`config.mk`:
```
export PLATFORM = sky130hd
export DESIGN_NAME = vector_set_length_top_flat
export DESIGN_NICKNAME = d
export VERILOG_FILES = /design/src/vsl_pkg.sv /design/src/vsl_if.sv /design/src/vsl_mul.sv /design/src/vsl_itr.sv /design/src/vector_set_length_top.sv /design/src/flat_wrapper.sv
export SDC_FILE = /design/constraint.sdc
export NUM_CORES = 2
export LEC_CHECK = 0
export ABC_AREA = 1
export BUFFER_PORTS_ARGS = -buffer_cell sky130_fd_sc_hd__buf_2
export CORE_AREA = 2 2 436 438
export DETAILED_ROUTE_END_ITERATION = 7
export DIE_AREA = 0 0 438 440
export PLACE_DENSITY = 0.55
export SETUP_SLACK_MARGIN = 0.02
export SYNTH_ARGS = -nofsm -noshare
export SYNTH_HDL_FRONTEND = slang
export SYNTH_SLANG_ARGS = --single-unit
```
`constraint.sdc`:
```
create_clock -name clk_i -period 15.3 [get_ports clk_i]
set_input_delay 0.765 -clock clk_i [delete_from_list [all_inputs] [get_ports clk_i]]
set_output_delay 0.765 -clock clk_i [all_outputs]
set_load 0.02 [all_outputs]
```
`src/vsl_pkg.sv`:
```
// Shared types and constants for the vector set-length block.
// No dependencies; every other file except vsl_mul uses this package.
package vsl_pkg;

  // Word field widths, fixed by the channel format
  localparam int unsigned FIELD_W  = 32;
  localparam int unsigned LEN_W    = 15;
  localparam int unsigned MODE_W   = 2;

  // Derived arithmetic widths
  localparam int unsigned LENSQ_W  = 2 * LEN_W;    // len^2 and post-halving norm^2
  localparam int unsigned ROOT_W   = LEN_W;        // integer square root result
  localparam int unsigned DVD_W    = 2 * LENSQ_W;  // widest dividend (a^2 * len^2)

  // Iteration counts of the shared divide / root unit
  localparam int unsigned EUC_QBITS  = LENSQ_W;
  localparam int unsigned MAX_QBITS  = LEN_W;
  localparam int unsigned SQRT_STEPS = ROOT_W;
  localparam int unsigned ITR_CNT_W  = 5;

  // Pre-halving bound on the sum of magnitudes
  localparam int unsigned HALVE_LIMIT = 30000;

  // scale_mode codes
  localparam logic [MODE_W-1:0] MODE_TRUNC    = 2'd0;
  localparam logic [MODE_W-1:0] MODE_CEIL     = 2'd1;
  localparam logic [MODE_W-1:0] MODE_MAXN     = 2'd2;
  localparam logic [MODE_W-1:0] MODE_RESET    = MODE_TRUNC;
  localparam int unsigned       MODE_MAXN_BIT = 1;

  typedef enum logic [1:0] {
    ITR_DIV_EUC = 2'd0,
    ITR_DIV_MAX = 2'd1,
    ITR_SQRT    = 2'd2
  } itr_op_e;

  typedef struct packed {
    logic    start;
    itr_op_e op;
  } itr_req_t;

  typedef struct packed {
    logic busy;
    logic done;
    logic exact;
  } itr_rsp_t;

endpackage

```
`src/vsl_if.sv`:
```
// Valid/ready channel interfaces for the input and result words.
// Depends on vsl_pkg for field widths.
interface vsl_in_if;
  import vsl_pkg::*;
  logic                      valid;
  logic                      ready;
  logic signed [FIELD_W-1:0] x_in;
  logic signed [FIELD_W-1:0] y_in;
  logic signed [FIELD_W-1:0] z_in;
  logic        [LEN_W-1:0]   target_length;

  modport source (output valid, x_in, y_in, z_in, target_length, input ready);
  modport sink   (input valid, x_in, y_in, z_in, target_length, output ready);
endinterface

interface vsl_out_if;
  import vsl_pkg::*;
  logic                      valid;
  logic                      ready;
  logic signed [FIELD_W-1:0] x_out;
  logic signed [FIELD_W-1:0] y_out;
  logic signed [FIELD_W-1:0] z_out;
  logic                      zero_error;

  modport source (output valid, x_out, y_out, z_out, zero_error, input ready);
  modport sink   (input valid, x_out, y_out, z_out, zero_error, output ready);
endinterface

```
`src/vsl_mul.sv`:
```
// Shared unsigned multiplier with a registered product.
// No package dependency.
module vsl_mul #(
  parameter int unsigned W = 32
) (
  input  logic           clk_i,
  input  logic [W-1:0]   a_i,
  input  logic [W-1:0]   b_i,
  output logic [2*W-1:0] p_o
);

  logic [2*W-1:0] p_q;

  always_ff @(posedge clk_i) begin
    p_q <= (2*W)'(a_i) * (2*W)'(b_i);
  end

  assign p_o = p_q;

endmodule

```
`src/vsl_itr.sv`:
```
// Iterative restoring divider and digit-by-digit square root, one bit per cycle,
// sharing one compare/subtract path. Depends on vsl_pkg.
module vsl_itr #(
  parameter int unsigned DVS_W = 32
) (
  input  logic                         clk_i,
  input  logic                         rst_ni,
  input  vsl_pkg::itr_req_t            req_i,
  input  logic [vsl_pkg::DVD_W-1:0]    dividend_i,
  input  logic [DVS_W-1:0]             divisor_i,
  output vsl_pkg::itr_rsp_t            rsp_o,
  output logic [vsl_pkg::EUC_QBITS-1:0] quo_o
);
  import vsl_pkg::*;

  localparam int unsigned REM_W = DVS_W + 1;

  logic                 busy_q, done_q;
  logic [ITR_CNT_W-1:0] cnt_q;
  itr_op_e              op_q;
  logic [REM_W-1:0]     rem_q;
  logic [DVD_W-1:0]     dvd_q;
  logic [DVS_W-1:0]     dvs_q;
  logic [EUC_QBITS-1:0] quo_q;

  logic [REM_W-1:0]     lhs, rhs;
  logic [REM_W:0]       diff;
  logic                 ge;
  logic                 start;
  logic [REM_W-1:0]     rem_init;
  logic [DVD_W-1:0]     dvd_init;
  logic [ITR_CNT_W-1:0] cnt_init;

  assign start = req_i.start && !busy_q;

  // shared trial subtract: divisor for divide, {root, 01} for root
  always_comb begin
    if (op_q == ITR_SQRT) begin
      lhs = {rem_q[REM_W-3:0], dvd_q[DVD_W-1 -: 2]};
      rhs = REM_W'({quo_q[ROOT_W-1:0], 2'b01});
    end else begin
      lhs = {rem_q[REM_W-2:0], dvd_q[DVD_W-1]};
      rhs = REM_W'(dvs_q);
    end
    diff = {1'b0, lhs} - {1'b0, rhs};
    ge   = ~diff[REM_W];
  end

  // preload: for the divides the high part of the dividend seeds the remainder; the root starts from zero
  always_comb begin
    unique case (req_i.op)
      ITR_DIV_EUC: begin
        rem_init = REM_W'(dividend_i >> EUC_QBITS);
        dvd_init = dividend_i << (DVD_W - EUC_QBITS);
        cnt_init = ITR_CNT_W'(EUC_QBITS);
      end
      ITR_DIV_MAX: begin
        rem_init = REM_W'(dividend_i >> MAX_QBITS);
        dvd_init = dividend_i << (DVD_W - MAX_QBITS);
        cnt_init = ITR_CNT_W'(MAX_QBITS);
      end
      default: begin
        rem_init = '0;
        dvd_init = dividend_i << (DVD_W - LENSQ_W);
        cnt_init = ITR_CNT_W'(SQRT_STEPS);
      end
    endcase
  end

  always_ff @(posedge clk_i or negedge rst_ni) begin
    if (!rst_ni) begin
      busy_q <= 1'b0;
      done_q <= 1'b0;
      cnt_q  <= '0;
      op_q   <= ITR_DIV_EUC;
    end else begin
      done_q <= 1'b0;
      if (start) begin
        busy_q <= 1'b1;
        cnt_q  <= cnt_init;
        op_q   <= req_i.op;
      end else if (busy_q) begin
        cnt_q <= cnt_q - 1'b1;
        if (cnt_q == ITR_CNT_W'(1)) begin
          busy_q <= 1'b0;
          done_q <= 1'b1;
        end
      end
    end
  end

  always_ff @(posedge clk_i) begin
    if (start) begin
      rem_q <= rem_init;
      dvd_q <= dvd_init;
      dvs_q <= divisor_i;
      quo_q <= '0;
    end else if (busy_q) begin
      rem_q <= ge ? diff[REM_W-1:0] : lhs;
      quo_q <= {quo_q[EUC_QBITS-2:0], ge};
      dvd_q <= (op_q == ITR_SQRT) ? (dvd_q << 2) : (dvd_q << 1);
    end
  end

  assign rsp_o = '{busy: busy_q, done: done_q, exact: (rem_q == '0)};
  assign quo_o = quo_q;

endmodule

```
`src/vector_set_length_top.sv`:
```
// Paths from accept to result valid: an exact-length vector passes through unchanged;
// Euclidean scaling first runs h halving passes (0..18 at 32-bit components); a zero
// vector is flagged after halving; max-norm mode ends early when len or the vector is zero.
// One word at a time: the next input is taken only once the result is registered.
// Cost is set by the shared divider/root unit: per component a 30-step divide plus a
// 15-step root (Euclidean) or a 15-step divide (max-norm). Reset clears control and mode.
module vector_set_length_top #(
  parameter int unsigned COMPONENT_WIDTH = 32
) (
  input  logic                         clk_i,
  input  logic                         rst_ni,
  input  logic                         cfg_we_i,
  input  logic [vsl_pkg::MODE_W-1:0]   cfg_wdata_i,
  vsl_in_if.sink                       in_i,
  vsl_out_if.source                    out_o
);
  import vsl_pkg::*;

  // Magnitude of the most negative component needs the full component width.
  localparam int unsigned MW    = COMPONENT_WIDTH;
  // Multiplier also forms a^2 * len^2 (30 x 30 bits) after halving.
  localparam int unsigned MUL_W = (MW > LENSQ_W) ? MW : LENSQ_W;
  localparam int unsigned S_W   = 2 * MW + 2;   // sum of three squares
  localparam int unsigned SUM_W = MW + 2;       // sum of three magnitudes
  localparam int unsigned Q_W   = ROOT_W + 1;   // root plus ceiling increment
  localparam int unsigned N_COMP = 3;
  localparam logic [1:0]  COMP_LAST = 2'(N_COMP - 1);
  localparam logic [2:0]  CNT_LAST  = 3'(N_COMP + 1);

  typedef enum logic [10:0] {
    S_IDLE  = 11'b00000000001,
    S_SQ0   = 11'b00000000010,  // exact squared norm vs len^2
    S_HALVE = 11'b00000000100,
    S_SQ1   = 11'b00000001000,  // squared norm after halving
    S_NUM   = 11'b00000010000,  // a^2 * len^2 for one component
    S_DIV   = 11'b00000100000,
    S_SQRT  = 11'b00001000000,
    S_MAX   = 11'b00010000000,
    S_MNUM  = 11'b00100000000,  // |c| * len
    S_MDIV  = 11'b01000000000,
    S_DONE  = 11'b10000000000
  } state_e;

  // ---------------------------------------------------------------- control state
  state_e              state_q, state_d;
  logic [MODE_W-1:0]   mode_q;
  logic [2:0]          cnt_q, cnt_d;
  logic [1:0]          comp_q, comp_d;
  logic                out_valid_q, out_valid_d;

  // ---------------------------------------------------------------- working word
  logic [MW-1:0]       a_q [N_COMP];
  logic [MW-1:0]       a_d [N_COMP];
  logic                neg_q [N_COMP];
  logic                neg_d [N_COMP];
  logic [FIELD_W-1:0]  r_q [N_COMP];
  logic [FIELD_W-1:0]  r_d [N_COMP];
  logic                err_q, err_d;
  logic [LEN_W-1:0]    len_q, len_d;
  logic [LENSQ_W-1:0]  lensq_q, lensq_d;
  logic [S_W-1:0]      s_q, s_d;
  logic [MW-1:0]       mx_q, mx_d;
  logic                dexact_q, dexact_d;

  // ---------------------------------------------------------------- result register
  logic [FIELD_W-1:0]  ox_q, oy_q, oz_q;
  logic                oerr_q;
  logic                out_load;

  // ---------------------------------------------------------------- shared units
  logic [MUL_W-1:0]    mul_a, mul_b;
  logic [2*MUL_W-1:0]  mul_p;
  itr_req_t            itr_req;
  itr_rsp_t            itr_rsp;
  logic [DVD_W-1:0]    itr_dvd;
  logic [MUL_W-1:0]    itr_dvs;
  logic [EUC_QBITS-1:0] itr_quo;

  vsl_mul #(.W(MUL_W)) u_mul (
    .clk_i (clk_i),
    .a_i   (mul_a),
    .b_i   (mul_b),
    .p_o   (mul_p)
  );

  vsl_itr #(.DVS_W(MUL_W)) u_itr (
    .clk_i      (clk_i),
    .rst_ni     (rst_ni),
    .req_i      (itr_req),
    .dividend_i (itr_dvd),
    .divisor_i  (itr_dvs),
    .rsp_o      (itr_rsp),
    .quo_o      (itr_quo)
  );

  // ---------------------------------------------------------------- input decode
  // Only the low COMPONENT_WIDTH bits of each field carry the component.
  logic [FIELD_W-1:0] in_w    [N_COMP];
  logic [MW-1:0]      in_v    [N_COMP];
  logic [MW-1:0]      in_mag  [N_COMP];
  logic               in_neg  [N_COMP];
  logic [FIELD_W-1:0] in_sext [N_COMP];
  logic               in_acc;

  assign in_w[0] = in_i.x_in;
  assign in_w[1] = in_i.y_in;
  assign in_w[2] = in_i.z_in;

  always_comb begin
    for (int i = 0; i < N_COMP; i++) begin
      in_v[i]    = in_w[i][MW-1:0];
      in_neg[i]  = in_v[i][MW-1];
      in_mag[i]  = in_neg[i] ? (MW'(0) - in_v[i]) : in_v[i];
      in_sext[i] = FIELD_W'($signed(in_v[i]));
    end
  end

  assign in_i.ready = (state_q == S_IDLE);
  assign in_acc     = in_i.valid && in_i.ready;

  // ---------------------------------------------------------------- per-step muxes
  logic [MW-1:0]      a_cnt, a_comp;
  logic               neg_comp;
  logic [SUM_W-1:0]   mag_sum;
  logic               over_limit;
  logic [MW-1:0]      mx01, mx_all;
  logic               ceil_inc;
  logic [Q_W-1:0]     q_euc, q_max;
  logic [FIELD_W-1:0] res_euc, res_max;

  always_comb begin
    unique case (cnt_q)
      3'd0:    a_cnt = a_q[0];
      3'd1:    a_cnt = a_q[1];
      3'd2:    a_cnt = a_q[2];
      default: a_cnt = '0;
    endcase
    unique case (comp_q)
      2'd0: begin
        a_comp   = a_q[0];
        neg_comp = neg_q[0];
      end
      2'd1: begin
        a_comp   = a_q[1];
        neg_comp = neg_q[1];
      end
      default: begin
        a_comp   = a_q[2];
        neg_comp = neg_q[2];
      end
    endcase
  end

  // halving pass test: |x|+|y|+|z| against the limit
  assign mag_sum    = SUM_W'(a_q[0]) + SUM_W'(a_q[1]) + SUM_W'(a_q[2]);
  assign over_limit = mag_sum > SUM_W'(HALVE_LIMIT);

  assign mx01   = (a_q[0] > a_q[1]) ? a_q[0] : a_q[1];
  assign mx_all = (mx01 > a_q[2]) ? mx01 : a_q[2];

  // Ceiling mode rounds a positive result up unless a^2*len^2/S is an exact square:
  // the divide must leave no remainder and the root must leave no remainder.
  assign ceil_inc = (mode_q == MODE_CEIL) && !neg_comp && !(dexact_q && itr_rsp.exact);
  assign q_euc    = Q_W'(itr_quo[ROOT_W-1:0]) + Q_W'(ceil_inc);
  assign q_max    = Q_W'(itr_quo[MAX_QBITS-1:0]);
  assign res_euc  = neg_comp ? (FIELD_W'(0) - FIELD_W'(q_euc)) : FIELD_W'(q_euc);
  assign res_max  = neg_comp ? (FIELD_W'(0) - FIELD_W'(q_max)) : FIELD_W'(q_max);

  // ---------------------------------------------------------------- sequencer
  always_comb begin
    state_d  = state_q;
    cnt_d    = cnt_q;
    comp_d   = comp_q;
    a_d      = a_q;
    neg_d    = neg_q;
    r_d      = r_q;
    err_d    = err_q;
    len_d    = len_q;
    lensq_d  = lensq_q;
    s_d      = s_q;
    mx_d     = mx_q;
    dexact_d = dexact_q;
    out_load = 1'b0;
    mul_a    = '0;
    mul_b    = '0;
    itr_req  = '{start: 1'b0, op: ITR_DIV_EUC};
    itr_dvd  = '0;
    itr_dvs  = '0;

    unique case (state_q)
      S_IDLE: begin
        if (in_acc) begin
          for (int i = 0; i < N_COMP; i++) begin
            a_d[i]   = in_mag[i];
            neg_d[i] = in_neg[i];
            r_d[i]   = in_sext[i];
          end
          len_d   = in_i.target_length;
          err_d   = 1'b0;
          s_d     = '0;
          cnt_d   = '0;
          state_d = mode_q[MODE_MAXN_BIT] ? S_MAX : S_SQ0;
        end
      end

      // Squares issue at count 0..2 and land in the next cycle from the multiplier register; len^2 issues at 3.
      S_SQ0, S_SQ1: begin
        if (cnt_q < 3'(N_COMP)) begin
          mul_a = MUL_W'(a_cnt);
          mul_b = MUL_W'(a_cnt);
        end else begin
          mul_a = MUL_W'(len_q);
          mul_b = MUL_W'(len_q);
        end
        if (cnt_q != 3'd0 && cnt_q != CNT_LAST) begin
          s_d = s_q + S_W'(mul_p[2*MW-1:0]);
        end
        if (cnt_q == CNT_LAST) begin
          cnt_d = '0;
          if (state_q == S_SQ0) begin
            lensq_d = mul_p[LENSQ_W-1:0];
            // already at the requested length: pass through unchanged
            state_d = (s_q == S_W'(mul_p[LENSQ_W-1:0])) ? S_DONE : S_HALVE;
          end else if (s_q == '0) begin
            err_d   = 1'b1;
            state_d = S_DONE;
          end else begin
            comp_d  = '0;
            state_d = S_NUM;
          end
        end else begin
          cnt_d = cnt_q + 3'd1;
        end
      end

      S_HALVE: begin
        if (over_limit) begin
          for (int i = 0; i < N_COMP; i++) begin
            a_d[i] = a_q[i] >> 1;
          end
        end else begin
          s_d     = '0;
          cnt_d   = '0;
          state_d = S_SQ1;
        end
      end

      // a^2, then a^2 * len^2, then divide by the squared norm
      S_NUM: begin
        if (cnt_q == 3'd0) begin
          mul_a = MUL_W'(a_comp);
          mul_b = MUL_W'(a_comp);
          cnt_d = 3'd1;
        end else if (cnt_q == 3'd1) begin
          mul_a = MUL_W'(mul_p[LENSQ_W-1:0]);
          mul_b = MUL_W'(lensq_q);
          cnt_d = 3'd2;
        end else begin
          itr_req = '{start: 1'b1, op: ITR_DIV_EUC};
          itr_dvd = mul_p[DVD_W-1:0];
          itr_dvs = MUL_W'(s_q[LENSQ_W-1:0]);
          cnt_d   = '0;
          state_d = S_DIV;
        end
      end

      S_DIV: begin
        if (itr_rsp.done) begin
          dexact_d = itr_rsp.exact;
          itr_req  = '{start: 1'b1, op: ITR_SQRT};
          itr_dvd  = DVD_W'(itr_quo);
          state_d  = S_SQRT;
        end
      end

      S_SQRT: begin
        if (itr_rsp.done) begin
          unique case (comp_q)
            2'd0:    r_d[0] = res_euc;
            2'd1:    r_d[1] = res_euc;
            default: r_d[2] = res_euc;
          endcase
          if (comp_q == COMP_LAST) begin
            state_d = S_DONE;
          end else begin
            comp_d  = comp_q + 2'd1;
            state_d = S_NUM;
          end
        end
      end

      S_MAX: begin
        if (len_q == '0) begin
          for (int i = 0; i < N_COMP; i++) begin
            r_d[i] = '0;
          end
          state_d = S_DONE;
        end else if (mx_all == '0) begin
          err_d   = 1'b1;
          state_d = S_DONE;
        end else begin
          mx_d    = mx_all;
          comp_d  = '0;
          cnt_d   = '0;
          state_d = S_MNUM;
        end
      end

      S_MNUM: begin
        if (cnt_q == 3'd0) begin
          mul_a = MUL_W'(a_comp);
          mul_b = MUL_W'(len_q);
          cnt_d = 3'd1;
        end else begin
          itr_req = '{start: 1'b1, op: ITR_DIV_MAX};
          itr_dvd = mul_p[DVD_W-1:0];
          itr_dvs = MUL_W'(mx_q);
          cnt_d   = '0;
          state_d = S_MDIV;
        end
      end

      S_MDIV: begin
        if (itr_rsp.done) begin
          unique case (comp_q)
            2'd0:    r_d[0] = res_max;
            2'd1:    r_d[1] = res_max;
            default: r_d[2] = res_max;
          endcase
          if (comp_q == COMP_LAST) begin
            state_d = S_DONE;
          end else begin
            comp_d  = comp_q + 2'd1;
            state_d = S_MNUM;
          end
        end
      end

      // wait for the result register to free up
      S_DONE: begin
        if (!out_valid_q || out_o.ready) begin
          out_load = 1'b1;
          state_d  = S_IDLE;
        end
      end

      default: state_d = S_IDLE;
    endcase
  end

  assign out_valid_d = out_load ? 1'b1 : (out_o.ready ? 1'b0 : out_valid_q);

  // ---------------------------------------------------------------- registers
  always_ff @(posedge clk_i or negedge rst_ni) begin
    if (!rst_ni) begin
      mode_q <= MODE_RESET;
    end else if (cfg_we_i) begin
      mode_q <= cfg_wdata_i;
    end
  end

  always_ff @(posedge clk_i or negedge rst_ni) begin
    if (!rst_ni) begin
      state_q     <= S_IDLE;
      cnt_q       <= '0;
      comp_q      <= '0;
      out_valid_q <= 1'b0;
    end else begin
      state_q     <= state_d;
      cnt_q       <= cnt_d;
      comp_q      <= comp_d;
      out_valid_q <= out_valid_d;
    end
  end

  always_ff @(posedge clk_i) begin
    a_q      <= a_d;
    neg_q    <= neg_d;
    r_q      <= r_d;
    err_q    <= err_d;
    len_q    <= len_d;
    lensq_q  <= lensq_d;
    s_q      <= s_d;
    mx_q     <= mx_d;
    dexact_q <= dexact_d;
    if (out_load) begin
      ox_q   <= r_q[0];
      oy_q   <= r_q[1];
      oz_q   <= r_q[2];
      oerr_q <= err_q;
    end
  end

  assign out_o.valid      = out_valid_q;
  assign out_o.x_out      = ox_q;
  assign out_o.y_out      = oy_q;
  assign out_o.z_out      = oz_q;
  assign out_o.zero_error = oerr_q;

  // ---------------------------------------------------------------- assertions
  ap_itr_start_idle: assert property (@(posedge clk_i) disable iff (!rst_ni)
    itr_req.start |-> !itr_rsp.busy)
    else $error("divide/root unit started while busy");

  ap_itr_done_state: assert property (@(posedge clk_i) disable iff (!rst_ni)
    itr_rsp.done |-> (state_q == S_DIV || state_q == S_SQRT || state_q == S_MDIV))
    else $error("divide/root result arrived outside a wait state");

  ap_out_from_done: assert property (@(posedge clk_i) disable iff (!rst_ni)
    $rose(out_valid_q) |-> $past(state_q == S_DONE))
    else $error("result word raised without a finished computation");

  ap_accept_path: assert property (@(posedge clk_i) disable iff (!rst_ni)
    in_acc |=> (state_q == S_SQ0 || state_q == S_MAX))
    else $error("accepted word did not start a norm pass");

endmodule
```
`src/flat_wrapper.sv`:
```
// flat-port wrapper written by rule: the top's interface ports become plain ports
module vector_set_length_top_flat import vsl_pkg::*;
#(
  parameter int unsigned COMPONENT_WIDTH = 32
)
  (clk_i, rst_ni, cfg_we_i, cfg_wdata_i, in_i_valid, in_i_x_in, in_i_y_in, in_i_z_in, in_i_target_length, in_i_ready, out_o_valid, out_o_x_out, out_o_y_out, out_o_z_out, out_o_zero_error, out_o_ready);
  vsl_in_if in_i_i ();
  vsl_out_if out_o_i ();
  input  logic clk_i;
  input  logic rst_ni;
  input  logic cfg_we_i;
  input  logic [vsl_pkg::MODE_W-1:0] cfg_wdata_i;
  input wire logic [$bits(in_i_i.valid)-1:0] in_i_valid;
  input wire logic [$bits(in_i_i.x_in)-1:0] in_i_x_in;
  input wire logic [$bits(in_i_i.y_in)-1:0] in_i_y_in;
  input wire logic [$bits(in_i_i.z_in)-1:0] in_i_z_in;
  input wire logic [$bits(in_i_i.target_length)-1:0] in_i_target_length;
  output wire logic [$bits(in_i_i.ready)-1:0] in_i_ready;
  output wire logic [$bits(out_o_i.valid)-1:0] out_o_valid;
  output wire logic [$bits(out_o_i.x_out)-1:0] out_o_x_out;
  output wire logic [$bits(out_o_i.y_out)-1:0] out_o_y_out;
  output wire logic [$bits(out_o_i.z_out)-1:0] out_o_z_out;
  output wire logic [$bits(out_o_i.zero_error)-1:0] out_o_zero_error;
  input wire logic [$bits(out_o_i.ready)-1:0] out_o_ready;
  assign in_i_i.valid = in_i_valid;
  assign in_i_i.x_in = in_i_x_in;
  assign in_i_i.y_in = in_i_y_in;
  assign in_i_i.z_in = in_i_z_in;
  assign in_i_i.target_length = in_i_target_length;
  assign in_i_ready = in_i_i.ready;
  assign out_o_valid = out_o_i.valid;
  assign out_o_x_out = out_o_i.x_out;
  assign out_o_y_out = out_o_i.y_out;
  assign out_o_z_out = out_o_i.z_out;
  assign out_o_zero_error = out_o_i.zero_error;
  assign out_o_i.ready = out_o_ready;
  vector_set_length_top #(.COMPONENT_WIDTH(COMPONENT_WIDTH)) u_core (.clk_i(clk_i), .rst_ni(rst_ni), .cfg_we_i(cfg_we_i), .cfg_wdata_i(cfg_wdata_i), .in_i(in_i_i), .out_o(out_o_i));
endmodule
```
# ---- Yosys cells after proc, flatten, opt, wreduce, memory -nomap -nowiden
# Cells that the tools add are included.
dict set report op_classes {
  add_sub_neg 13
  multipliers 1
  div_mod_pow 0
  order_cmp 4
  eq_ne 49
  shift 0
  n_mux 117
  bitwise 3
  n_reduce_logical 43
}
# op count
set op_table {}
lappend op_table {{$mux W32} 20}
lappend op_table {{$mux W96} 6}
lappend op_table {{$mux W60} 7}
lappend op_table {{$pmux W96 S4} 1}
lappend op_table {{$pmux W32 S3} 3}
lappend op_table {{$mux W66} 3}
lappend op_table {{$pmux W66 S3} 1}
lappend op_table {{$pmux W96 S2} 1}
lappend op_table {{$mux W11} 17}
lappend op_table {{$pmux W60 S3} 1}
lappend op_table {{$mux W33} 4}
lappend op_table {{$pmux W32 S2} 2}
lappend op_table {{$mux W30} 4}
lappend op_table {{$pmux W11 S10} 1}
lappend op_table {{$sub A1 B32 Y32 const A} 3}
lappend op_table {{$add A66 B64 Y66} 1}
lappend op_table {{$eq A66 B30 Y1} 1}
lappend op_table {{$logic_not A66 Y1} 1}
lappend op_table {{$pmux W33 S2} 1}
lappend op_table {{$gt A32 B32 Y1} 2}
lappend op_table {{$mul A32 B32 Y64} 1}
lappend op_table {{$add A34 B32 Y34} 1}
lappend op_table {{$gt A34 B15 Y1 const B} 1}
lappend op_table {{$ne A2 B2 Y1 const B} 17}
lappend op_table {{other kinds (60)} 130}
dict set report word_totals {
  ff_bits 684
  latchBits 0
  ramBits 0
  romBits 0
  input_bits 118
  out_inout_bits 99
  mem_count 0
}

# ---- Logic depth before layout (Yosys ltp)
dict set report depth {
  word_depth 11
  depth_mapped 47
}

# ---- By module
# From an unflattened synthesis, not the netlist that was laid out.
dict set report unflattened {
  hier_cells 10625
  area_unflattened_um2 80050.5
}
# mod instances cells_each area_each_um2
set modules_own_cells {}
lappend modules_own_cells {vsl_mul 1 5010 37277.0}
lappend modules_own_cells {vector_set_length_top 1 4328 33483.4}
lappend modules_own_cells {vsl_itr 1 1287 9290.2}

# ---- Worst setup path before layout
# OpenSTA, ideal clock, no wires.
dict set report synth_path {
  path_kind {register to register}
  startpoint {reg u_core.cnt_q[0]}
  endpoint {reg u_core.u_mul.p_q[57] (netlist: u_core.u_mul.p_o[57])}
  arrival_ns 8.237
  required_ns 15.180
  setup_slack_ns 6.943
  stages_incl_launch_ff 39
  path_cell_list {dfrtp_1 inv_1 ha_1 inv_1 nor2_1 inv_1 clkbuf_1 clkbuf_1 o22ai_1 o221ai_1 nand4_1 buf_2 nand2_1 inv_1 fa_1 fa_1 fa_1 inv_1 [... 3 more ...] inv_1 fa_1 inv_1 fa_1 fa_1 ha_1 a21oi_1 inv_1 a31oi_1 o21ai_0 a31o_2 a21oi_1 inv_1 a21oi_1 o21ai_0 nand2_1 nand2_1 xor2_1}
}
dict set report synth_between {
  elab_chain_len 5
  elab_cells_between_ends 15
  classes_between {1 x mul; 1 x order compare; 2 x eq/ne; 10 x mux; 1 x reduce/logical}
}
# element line
set synth_lines {}
lappend synth_lines {{start: declaration} vector_set_length_top.sv:47} ;# logic [2:0] cnt_q, cnt_d;
lappend synth_lines {{start signal: assignment} vector_set_length_top.sv:370} ;# cnt_q <= cnt_d;
lappend synth_lines {{$eq A3 B2 Y1, or another cell as far along} vector_set_length_top.sv:132} ;# unique case (cnt_q)
lappend synth_lines {{$pmux W32 S3 / $mux W30 (equally long branches)} {vector_set_length_top.sv:132, vector_set_length_top.sv:254}}
lappend synth_lines {{$mux W32 (on tied branches)} {vector_set_length_top.sv:208, vector_set_length_top.sv:250}}
lappend synth_lines {{$pmux W32 S3} vector_set_length_top.sv:190} ;# unique case (state_q)
lappend synth_lines {{$mul A32 B32 Y64 *} vsl_mul.sv:15} ;# p_q <= (2*W)'(a_i) * (2*W)'(b_i);
lappend synth_lines {{end signal: assignment} vsl_mul.sv:15}
lappend synth_lines {{end: declaration} vsl_mul.sv:12} ;# logic [2*W-1:0] p_q;
# Mark *: on every way between the ends. The rest lies on a longest branch, timed or not.
# A chain may end at the register's enable or synchronous reset.

# ---- Worst setup path after layout
dict set report layout_path {
  startpoint {reg u_core.state_q[2]}
  endpoint {reg u_core.u_mul.p_q[58] (netlist: u_core.u_mul.p_o[58])}
}
dict set report layout_between {
  elab_chain_len 4
  elab_cells_between_ends 8
  classes_between {1 x mul; 4 x eq/ne; 2 x mux; 1 x reduce/logical}
}
# element line
set layout_lines {}
lappend layout_lines {{start: declaration} vector_set_length_top.sv:45} ;# state_e state_q, state_d;
lappend layout_lines {{start signal: assignment} vector_set_length_top.sv:369} ;# state_q <= state_d;
lappend layout_lines {{$eq A11 B4 Y1 / $eq A11 B2 Y1 (equally long branches)} vector_set_length_top.sv:190}
lappend layout_lines {{$reduce_or A2 Y1} vector_set_length_top.sv:190}
lappend layout_lines {{$pmux W32 S3} vector_set_length_top.sv:190}
lappend layout_lines {{$mul A32 B32 Y64 *} vsl_mul.sv:15}
# Marked as above.

==> results.py <==
metrics = {
    "outcome": {
        "status": "completed",
    },
    "detailed_routing": {
        "wl_per_cell_um": 23.8,
        "dr.pass1.iters": 8,
        "wirelength_mm": 291,
        "drtIter0Drc": 5910,
        "drtAntennaViolNets": 0,
        "drc": 0,
        "vias": 66300,
        "via_per_inst": 5.42,
    },
    "timing": {
        "rsz0062_at_grt": "false",
        "slew_headroom_pct": 19.5,
        "finalSetupViolCount": 0,
        "fin_skew_ps": 49.7,
        "hold_viol": 0,
        "layout_min_cycle_time_ps": 11370,
        "max_freq_ghz": 0.0880,
        "min_period_over_period_pct": 74.3,
        "fin_setup_tns_ps": 0,
        "drv_slew": 0,
        "max_slew.worst_pin.slew_ps": 1210,
    },
    "power": {
        "seq_power_share_pct": 24.5,
        "netSwitchingFraction_pct": 55.3,
        "p_leak_nw": 41.3,
        "internal_power_mw": 6.33,
        "pwr-share-clk_pct": 13.2,
        "pwr_density_cell_mw_per_mm2": 171,
        "combPwrFrac_pct": 62.3,
        "max-vdd-ir-drop_mv": 0.166,
        "finalPower_mw": 14.2,
        "net-switching-power_mw": 7.84,
    },
    "logic_synthesis": {
        "synthCells": 9582,
        "yosysTopAreaCell": "fa_1",
        "synth_edf_count": 532,
        "synth.area.top_cells": "fa_1 23%, edfxtp_1 21%, inv_1 10%",
        "syn_avg_cell_area_um2": 8.01,
        "ys.flop_type": "edfxtp_1",
        "ys_seq_area_share_pct": 24.2,
        "ys_ff_latch": 654,
        "synth_top_area_share_pct": 23.5,
        "synth.yosys.warnings": 0,
        "syn-num-nets": 11100,
        "ys_types": 80,
        "syn_area_mm2": 0.0768,
        "ys_async_sr_fraction_pct": 4.28,
    },
    "worst_setup_path": {
        "cp-endpoint": "u_core.u_mul.p_o[58]$_DFF_P_",
        "r2r_setup_slack_ps": 3930,
        "critPathLaunch": "u_core.state_q[2]$_DFFE_PN0P_",
        "critPathSlowestCell": "fa_1",
        "cp.required_ps": 15860,
        "rr_endpoint": "u_core.u_mul.p_o[58]$_DFF_P_",
        "cp-end-kind": "flip-flop",
        "worstReg2RegStart": "u_core.state_q[2]$_DFFE_PN0P_",
        "slowest_delay_ps": 640,
        "cp-start-kind": "flip-flop",
        "path_class": "reg -> reg",
        "r2r_cells": 37,
        "arrival_ps": 11920,
        "critical_path.max_fanout": 68,
    },
    "layout": {
        "final_cell_mix": "2,052 x nand2_1, 2,050 x inv_1, 900 x fa_1, 808 x nor2_1, 532 x edfxtp_1",
        "syn_to_final_growth_pct": 8.04,
        "layout_commonest_cell": "nand2_1",
        "fin_nets": 11200,
        "final_cells": 12200,
        "drive_gt1_share_pct": 6.25,
    },
    "flow_run": {
        "cap_viol_max_count": 0,
    },
    "global_route": {
        "grt_pass1_wl_mm": 434,
        "grt.total_usage_pct": 30.2,
        "grt_antenna_before_repair": 20,
        "grt_pass1_vias": 67500,
        "grt_max_degree": 92,
        "grt_remaining_overflow": 0,
    },
    "floorplan": {
        "pin_count": 217,
        "die_h_um": 440,
        "core_mm2": 0.189,
        "rows": 160,
        "start_util_pct": 40.7,
        "die_area_mm2": 0.193,
        "die_w_um": 438,
    },
    "worst_hold_path": {
        "holdCritPathClass": "in -> async",
    },
    "cts": {
        "cts_buffers": 77,
        "root_buffer": "clkbuf_16",
        "cts_setup_buffers": 0,
        "ctsHoldBuffers": 0,
        "htreeDepth": 3,
        "post_cts_resized": 0,
        "cts_buffer_depth": 3,
        "cts_num_sinks": 654,
        "clkSlewWorstSetupHoldPaths_ps": 60,
        "clk_latency_ps": 710,
        "cts_tree": "done",
    },
    "place": {
        "place.gp.congestion": 0.976,
        "dp_cells": 12100,
        "io_buffers": 216,
        "dpl.hpwl_mm": 231,
    },
}
==> metal layers <==
metal | global-route usage, % | share of wire, % | wire [um] | up-vias
met1 | 40.7 | 43 | 124000 | 33100
met2 | 49.5 | 46 | 135000 | 2454
li1 | - | - | - | 30300
met5 | 0 | 0.021 | 61 | -
met3 | 4.29 | 6.8 | 19900 | 512
met4 | 10.5 | 4.1 | 11900 | 8
==> Yosys cell counts (all sizes together), types with 5 or more instances <==
cell type / instances
a31o: 5
a21o: 15
a221oi: 7
and3: 15
nor4: 64
clkbuf: 144
a21boi: 19
o21a: 50
o21bai: 17
o211ai: 59
o22ai: 82
buf: 191
dfrtp: 27
a22o: 12
inv: 2086
a22oi: 46
dfxtp: 94
or2: 41
nand4: 56
edfxtp: 532
clkinv: 10
nor2: 831
nand3b: 9
fa: 900
ha: 503
a32o: 11
a21oi: 526
and2: 9
o221ai: 31
a211oi: 6
xor2: 176
o2111ai: 12
o32ai: 15
a32oi: 5
nand2: 2079
xnor2: 48
a31oi: 82
o31ai: 10
nand3: 199
o21ai: 449
nor3: 90
==> registers in the layout, indices dropped and copies added (netlist names), 3 cells and up <==
register / count
u_core.a_q: 96
u_core.cnt_q: 3
u_core.len_q: 15
u_core.lensq_q: 30
u_core.mx_q: 32
u_core.neg_q: 3
u_core.out_o.x_out: 32
u_core.out_o.y_out: 32
u_core.out_o.z_out: 32
u_core.r_q: 96
u_core.s_q: 66
u_core.state_q: 11
u_core.u_itr.cnt_q: 5
u_core.u_itr.dvd_q: 30
u_core.u_itr.dvs_q: 32
u_core.u_itr.quo_o: 30
u_core.u_itr.rem_q: 33
u_core.u_mul.p_o: 64
==> per-stage QoR <==
stage	utilization (%)	setup slack, ps	area, um^2	hold WS (ps)
after global routing	44.0	3540	83000	218
after CTS	44.0	4290	83000	184
after detailed placement	42.7	4370	80500	405
after floorplan	-	6940	76800	400
final	44.0	3930	83000	192
after global placement	42.7	4340	80500	401
==> logic make-up after synthesis <==
group | after synthesis | share of synthesized area [%]
multiplexers | 3 | 0.0424
AO/OA/AOI/OAI | 1470 | 11.2
buffers and inverters | 2431 | 12.3
XOR/XNOR | 224 | 2.56
flip-flops | 654 | 24.2
adder cells (fa/ha/maj) | 1403 | 31.7
AND/OR/NAND/NOR | 3397 | 18.1
==> worst max-delay path, delay by kind of cell, from the launching register on <==
kind / cells / cell delay, ps
AOI/OAI and AO/OA: 3 / 460
adders and majority gates: 9 / 4580
and+or+nand+nor: 13 / 2960
buffers and inverters: 11 / 2620
DFF: 1 / 390
xor gates and xnor gates: 1 / 140
==> layout make-up <==
type / count / area, um^2
clock inverters: 49 / 494
multi-input cells: 6497 / 48900
repair buffers: 333 / 1960
flip-flops and latches: 654 / 18600
fillers: 19100 / 106000
well taps: 2511 / 3140
diodes: 4 / 10.0
clock buffers: 95 / 2010
inverters: 2096 / 7870
==> power by group through the flow <==
stage                     Combinational (mW)  Clock [mW]  Sequential (mW)
after global placement                  8.53           0             3.48
after floorplan                         5.75           0             3.12
after CTS                               8.61        1.90             3.46
after detailed placement                8.57           0             3.49
after global routing                    9.68        1.97             3.50
final                                   8.82        1.87             3.48
==> how the worst min path moves through the flow <==
| stage | startpoint | depth (start not counted) | to | slack [ps] |
|---|---|---|---|---|
| floorplan | u_core.r_q[64]$_DFFE_PP_ | 0 | u_core.out_o.x_out[0]$_DFFE_PP_ | 400 |
| global route | rst_ni | 1 | u_core.u_itr.cnt_q[3]$_DFFE_PN0P_ | 220 |
| global placement | u_core.r_q[42]$_DFFE_PP_ | 0 | u_core.out_o.y_out[10]$_DFFE_PP_ | 400 |
| detailed placement | u_core.r_q[78]$_DFFE_PP_ | 0 | u_core.out_o.x_out[14]$_DFFE_PP_ | 400 |
| CTS | rst_ni | 1 | u_core.u_itr.cnt_q[3]$_DFFE_PN0P_ | 180 |
| finish | rst_ni | 1 | u_core.u_itr.cnt_q[3]$_DFFE_PN0P_ | 190 |
Note: power is estimated with default switching activity, not from simulation.
